--- src/hdl/csi_pkg.sv ---
// Shared widths, stage types and helpers for the segment/circle crossing test.
package csi_pkg;

  localparam int COORD_BITS = 16;
  localparam int DIFF_W     = COORD_BITS + 1;
  localparam int PROD_W     = 2 * DIFF_W;
  localparam int SUM_W      = PROD_W + 1;
  localparam int RSQ_W      = 2 * COORD_BITS;
  localparam int MAG_W      = 2 * COORD_BITS + 1;
  localparam int LO_W       = (MAG_W + 1) / 2;
  localparam int HI_W       = MAG_W - LO_W;
  localparam int WIDE_W     = 2 * MAG_W;

  typedef struct packed {
    logic signed [DIFF_W-1:0] dx;
    logic signed [DIFF_W-1:0] dy;
    logic signed [DIFF_W-1:0] fx;
    logic signed [DIFF_W-1:0] fy;
    logic signed [DIFF_W-1:0] ex;
    logic signed [DIFF_W-1:0] ey;
    logic [COORD_BITS-1:0]    r;
  } diff_t;

  typedef struct packed {
    logic signed [SUM_W-1:0] a;
    logic signed [SUM_W-1:0] h;
    logic signed [SUM_W-1:0] c0;
    logic signed [SUM_W-1:0] c1;
  } quad_t;

  function automatic logic signed [DIFF_W-1:0] sx(input logic [COORD_BITS-1:0] v);
    return $signed({v[COORD_BITS-1], v});
  endfunction

endpackage

--- src/hdl/csi_disc.sv ---
// Discriminant compare by split products and root range tests (three stages).
module csi_disc
  import csi_pkg::*;
(
  input  logic  clk,
  input  logic  rst,
  input  logic  in_valid,
  input  quad_t in_quad,
  output logic  done,
  output logic  hit
);

  logic [SUM_W-1:0]       h_neg;
  logic [MAG_W-1:0]       h_mag, a_mag, c_mag;
  logic signed [SUM_W:0]  ha;
  logic                   h_le0, c0_ge0, c0_le0, c0_pos, c1_le0, c1_ge0;
  logic                   ha_gt0, ha_ge0, t1, t2;

  logic                   v4, ok4;
  logic [2*HI_W-1:0]      ph_hh, pa_hh;
  logic [HI_W+LO_W-1:0]   ph_hl, pa_hl, pa_lh;
  logic [2*LO_W-1:0]      ph_ll, pa_ll;

  logic                   v5, ok5;
  logic [WIDE_W-1:0]      hsq5, ac5;

  always_comb begin
    h_neg  = -in_quad.h;
    h_mag  = in_quad.h[SUM_W-1] ? h_neg[MAG_W-1:0] : in_quad.h[MAG_W-1:0];
    a_mag  = in_quad.a[MAG_W-1:0];
    c0_le0 = in_quad.c0[SUM_W-1] || (in_quad.c0 == '0);
    c0_ge0 = !in_quad.c0[SUM_W-1];
    c0_pos = !c0_le0;
    c_mag  = c0_pos ? in_quad.c0[MAG_W-1:0] : '0;
    c1_le0 = in_quad.c1[SUM_W-1] || (in_quad.c1 == '0);
    c1_ge0 = !in_quad.c1[SUM_W-1];
    h_le0  = in_quad.h[SUM_W-1] || (in_quad.h == '0);
    ha     = (SUM_W+1)'(in_quad.h) + (SUM_W+1)'(in_quad.a);
    ha_ge0 = !ha[SUM_W];
    ha_gt0 = ha_ge0 && (ha != '0);
    t1     = h_le0 && c0_ge0 && (ha_gt0 || c1_le0);
    t2     = (h_le0 || c0_le0) && ha_ge0 && c1_ge0;
  end

  always_ff @(posedge clk) begin
    if (rst) begin
      v4 <= 1'b0;
      v5 <= 1'b0;
      done <= 1'b0;
    end else begin
      v4 <= in_valid;
      v5 <= v4;
      done <= v5;
    end
  end

  always_ff @(posedge clk) begin
    ok4   <= (in_quad.a != '0) && (t1 || t2);
    ph_hh <= h_mag[MAG_W-1:LO_W] * h_mag[MAG_W-1:LO_W];
    ph_hl <= h_mag[MAG_W-1:LO_W] * h_mag[LO_W-1:0];
    ph_ll <= h_mag[LO_W-1:0] * h_mag[LO_W-1:0];
    pa_hh <= a_mag[MAG_W-1:LO_W] * c_mag[MAG_W-1:LO_W];
    pa_hl <= a_mag[MAG_W-1:LO_W] * c_mag[LO_W-1:0];
    pa_lh <= a_mag[LO_W-1:0] * c_mag[MAG_W-1:LO_W];
    pa_ll <= a_mag[LO_W-1:0] * c_mag[LO_W-1:0];
  end

  always_ff @(posedge clk) begin
    ok5  <= ok4;
    hsq5 <= (WIDE_W'(ph_hh) << (2 * LO_W)) + (WIDE_W'(ph_hl) << (LO_W + 1))
            + WIDE_W'(ph_ll);
    ac5  <= (WIDE_W'(pa_hh) << (2 * LO_W))
            + ((WIDE_W'(pa_hl) + WIDE_W'(pa_lh)) << LO_W) + WIDE_W'(pa_ll);
  end

  always_ff @(posedge clk) begin
    if (rst) begin
      hit <= 1'b0;
    end else begin
      hit <= v5 && ok5 && (hsq5 >= ac5);
    end
  end

  assert property (@(posedge clk) disable iff (rst) done |-> $past(v5))
    else $error("result strobe without a valid item in the compare stage");
  assert property (@(posedge clk) disable iff (rst) hit |-> done)
    else $error("hit raised outside a result transfer");
  assert property (@(posedge clk) disable iff (rst) v5 && !ok5 |=> !hit)
    else $error("hit despite failed root range test");
  assert property (@(posedge clk) disable iff (rst) v5 && (hsq5 < ac5) |=> !hit)
    else $error("hit despite negative discriminant");

endmodule

--- config.mk ---
export PLATFORM = sky130hd
export DESIGN_NAME = csi_disc
export DESIGN_NICKNAME = d
export VERILOG_FILES = /design/src/hdl/csi_pkg.sv /design/src/hdl/csi_disc.sv
export SDC_FILE = /design/constraint.sdc
export NUM_CORES = 2
export LEC_CHECK = 0
export ABC_AREA = 1
export BUFFER_PORTS_ARGS = -buffer_cell sky130_fd_sc_hd__buf_2
export CORE_ASPECT_RATIO = 1.4
export CORE_MARGIN = 2
export CORE_UTILIZATION = 29
export CTS_BUF_LIST = sky130_fd_sc_hd__clkbuf_16
export CTS_CLUSTER_DIAMETER = 150
export DETAILED_ROUTE_END_ITERATION = 8
export SLEW_MARGIN = 20
export SYNTH_ARGS = -nofsm -noshare
export SYNTH_HDL_FRONTEND = slang
export SYNTH_SLANG_ARGS = --single-unit
--- constraint.sdc ---
create_clock -name clk -period 17.8 [get_ports clk]
set_input_delay 1.78 -clock clk [delete_from_list [all_inputs] [get_ports clk]]
set_output_delay 1.78 -clock clk [all_outputs]
set_load 0.005 [all_outputs]
==> qor.log <==
[run_status] outcome finished clean
[routing] number of iterations in the first detailed-routing pass 8
[clock_tree] TritonCTS clock tree yes
[floorplan] area of the core region 268000 sq um
[floorplan] Die Width 443 microns
[sta] total negative setup slack 0 ns
[yosys] register bit total from synthesis 366
[yosys] library cell with the largest summed area after synthesis sky130_fd_sc_hd__fa_1
[floorplan] vertical extent of the die 619 microns
[floorplan] DIE AREA 274000 sq um
[finish] Area growth syn-to-layout 8.22%
[sta] unrepaired setup endpoints after global routing no
[sta] number of pins with negative max-slew slack in the final report 0
[routing] Via density 4.85
[critical_path] R2R cell count 16
[job] max capacitance violation total 0
[global_routing] overall track demand over capacity in global routing 19.9%
[yosys] number of library cell types mapped by synthesis 55
[yosys] gate count of the mapped netlist 9894
[yosys] post-synthesis share of cell area spent on full adders, half adders and majority gates 50.7%
[yosys] post-synthesis xor/xnor area fraction 3.51%
[sta] slew at the pin with the worst max-slew slack 1.17 ns
[min_path] sink of the worst hold path ac5[3]
[yosys] sequential share of the synthesized area 9.37%
[clock_tree] post-CTS sizing 0
[finish] filler instances 28.8k
[global_routing] global-route wire length before repair 415000 microns
[sta] worst clock skew 0.0641 ns
[global_routing] grt ovf 0
[finish] area occupied by multi-input gates 61000 sq um
[finish] commonest non-fill, non-tap cells in the layout sky130_fd_sc_hd__inv_1, sky130_fd_sc_hd__nand2_1, sky130_fd_sc_hd__fa_1
[clock_tree] clock latency on the worst-skew pair 0.66 ns
[floorplan] starting density of the core 29.2%
[finish] net count of the finished layout 12.4k
[min_path] Hold Crit Class reg2reg
[critical_path] maximum fanout encountered on the critical timing path 20
[yosys] number of synthesized flops with an enable pin 0
[clock_tree] maximum buffer depth of the clock tree 3
[floorplan] number of standard-cell rows in the floorplan 225
[routing] DRC Markers 0
[yosys] area fraction in compound gates after synthesis 6.07%
[sta] Worst slew margin 21.4%
[floorplan] top-level port count 145
[finish] Seq. cell area 7330 sq um
[yosys] Synth Cell Area 78200 sq um
[clock_tree] number of clock sinks 366
[routing] routed wire length 270000 microns
[critical_path] CP Class in2reg
[yosys] number of nets produced by synthesis 12.4k
[yosys] post-synthesis simple-gate area fraction 17.7%
[global_routing] number of antenna violations at the first check in global routing 19
[global_routing] vias in the first global route 70.7k
[routing] via total after detailed routing 65.5k
[clock_tree] total number of H-tree levels 2
[yosys] top-area cell type share of the netlist area 35.9%
[critical_path] Arr. time, crit path 10.14 ns
[critical_path] element type at the critical path end register
[clock_tree] CTS buffer count 45
[routing] initial DRC count 4235
[finish] most frequent standard cell in the layout excluding fill and tap cells sky130_fd_sc_hd__inv_1
[global_routing] largest net degree at the start of global routing 37
[clock_tree] number of hold buffers added after cts 0
[placement] HPWL reported at the end of detailed placement 220000 microns
[yosys] portion of netlist area occupied by mux cells 0%
[routing] Routed Antenna Nets 0
[critical_path] worst r2r dst ac5[53]
[sta] number of setup violations in the final report 0
[clock_tree] Post CTS Setup Buffer Count 0
[min_path] hold_sp pa_ll[3]
[yosys] Yosys warning total 0
[routing] Avg WL per Cell 20.0 microns
[sta] time the worst path needs with I/O delays and setup 9.57 ns
[yosys] Synth Flop Type sky130_fd_sc_hd__dfxtp_1
[clock_tree] clock-pin slew of the registers on the worst-case setup and hold paths 0.06 ns
[yosys] share of synthesized registers carrying an async set or reset 0%
[placement] Port Buf Inserts 144
[critical_path] start of the worst register-to-register path pa_hl[20]
[sta] Final Hold Fails 0
[placement] global placer's final weighted congestion 0.960
[yosys] dominant combinational cell family by area after synthesis adder cells
[sta] Final Cycle Share 53.8%
[clock_tree] Root Buffer Master sky130_fd_sc_hd__clkbuf_16
[min_path] number of cells on the worst hold path 0
[yosys] average size of a mapped cell 7.91 sq um
[critical_path] setup slack, reg-to-reg 13.52 ns
[yosys] top post-synthesis cells by area sky130_fd_sc_hd__fa_1, sky130_fd_sc_hd__ha_1, sky130_fd_sc_hd__inv_1
[sta] Max Freq 104 MHz
[finish] share of post-route cells with drive strength above 1 4.03%
[critical_path] CP startpoint kind input port
[critical_path] Req. time, crit path 18.37 ns
[worst max-delay path, cell delays in order]
cell                       delay (ns)
sky130_fd_sc_hd__buf_2           0.10
sky130_fd_sc_hd__nor2_1          0.11
sky130_fd_sc_hd__nand3_1         0.08
sky130_fd_sc_hd__nor3_1          0.28
sky130_fd_sc_hd__nand4_1         0.13
sky130_fd_sc_hd__nand2_1         0.52
sky130_fd_sc_hd__inv_2           0.28
sky130_fd_sc_hd__nand2_1         0.12
sky130_fd_sc_hd__buf_4           0.32
sky130_fd_sc_hd__clkinv_1        0.94
sky130_fd_sc_hd__nand2_1         0.34
sky130_fd_sc_hd__fa_1            0.48
sky130_fd_sc_hd__fa_1            0.51
sky130_fd_sc_hd__fa_1            0.51
sky130_fd_sc_hd__inv_1           0.06
sky130_fd_sc_hd__fa_1            0.48
sky130_fd_sc_hd__fa_1            0.50
sky130_fd_sc_hd__inv_1           0.05
sky130_fd_sc_hd__fa_1            0.55
sky130_fd_sc_hd__inv_1           0.06
sky130_fd_sc_hd__ha_1            0.41
sky130_fd_sc_hd__nand2_1         0.10
sky130_fd_sc_hd__nor2_1          0.22
sky130_fd_sc_hd__nand4_1         0.11
sky130_fd_sc_hd__o21ai_0         0.48
sky130_fd_sc_hd__a21oi_1         0.19
sky130_fd_sc_hd__o21bai_1        0.22
sky130_fd_sc_hd__xor2_1          0.19
[kinds of logic (layout without fill, tap and decap cells)]
group	Yosys count	in the layout
adder cells (fa/ha/maj)	2327	2327
flip-flops	366	366
AND/OR/NAND/NOR	3458	3458
XOR/XNOR	313	313
other	0	11
AO/OA/AOI/OAI	831	831
buffers and inverters	2599	2662
[area by class of cell]
class	count	area share, %
inverter	2321	10.3
sequential	366	8.66
timing repair buffer	259	1.87
antenna	11	0.0325
multi-input combinational	6929	72.1
tap	3518	5.20
clock buffer	45	1.33
clock inverter	37	0.525
[metal layers]
| layer | GRT usage, % | share of wire (%) |
|---|---|---|
| met5 | 0 | 0.030 |
| met4 | 13.1 | 8.0 |
| met3 | 2.91 | 6.4 |
| met2 | 35.8 | 49 |
| met1 | 21.5 | 36 |
[sequential cells by signal, indices dropped and copies added, names as in the netlist]
name	count
ok4	1
v4	1
ac5	66
pa_ll	34
ok5	1
pa_lh	33
v5	1
hit	1
pa_hh	32
pa_hl	33
ph_ll	33
ph_hh	31
done	1
hsq5	65
ph_hl	33
[through the flow]
stage | worst slack [ns] | hold slack, ns | instances | instance area (sq um) | util [%]
2_1_floorplan | 9.25 | 0.310 | 9894 | 78200 | -
3_3_place_gp | 7.86 | 0.311 | 13393 | 83000 | 31.0
3_5_place_dp | 7.74 | 0.312 | 13393 | 83000 | 31.0
4_1_cts | 8.36 | 0.310 | 13475 | 84600 | 31.5
5_1_grt | 7.76 | 0.327 | 13480 | 84600 | 31.5
6_report | 8.23 | 0.327 | 13486 | 84600 | 31.6
[cell usage after synthesis, drive strengths merged (19+ instances only)]
library cell	count
a21o	54
nand4	88
nand3	213
xnor2	87
fa	1402
clkinv	27
xor2	226
inv	2294
dfxtp	366
a21oi	396
nor3	72
o211ai	19
nand2	1854
clkbuf	184
o21bai	52
o21ai	214
nor4	40
a31oi	30
buf	94
ha	925
nor2	1153
[worst max path at each step]
stage	startpoint	endpoint	slack (ns)	depth (start not counted)
2_1_floorplan	in_quad[70]	ph_ll[25]	9.25	34
3_3_place_gp	in_quad[67]	pa_hl[24]	7.86	28
3_5_place_dp	in_quad[70]	ph_hh[26]	7.74	33
4_1_cts	in_quad[70]	ph_hl[24]	8.36	32
5_1_grt	in_quad[67]	pa_hl[24]	7.76	28
6_report	in_quad[67]	pa_hl[24]	8.23	28
Power is not shown: default switching activity piles up to over one toggle a cycle in this logic, so the estimate is an artifact.
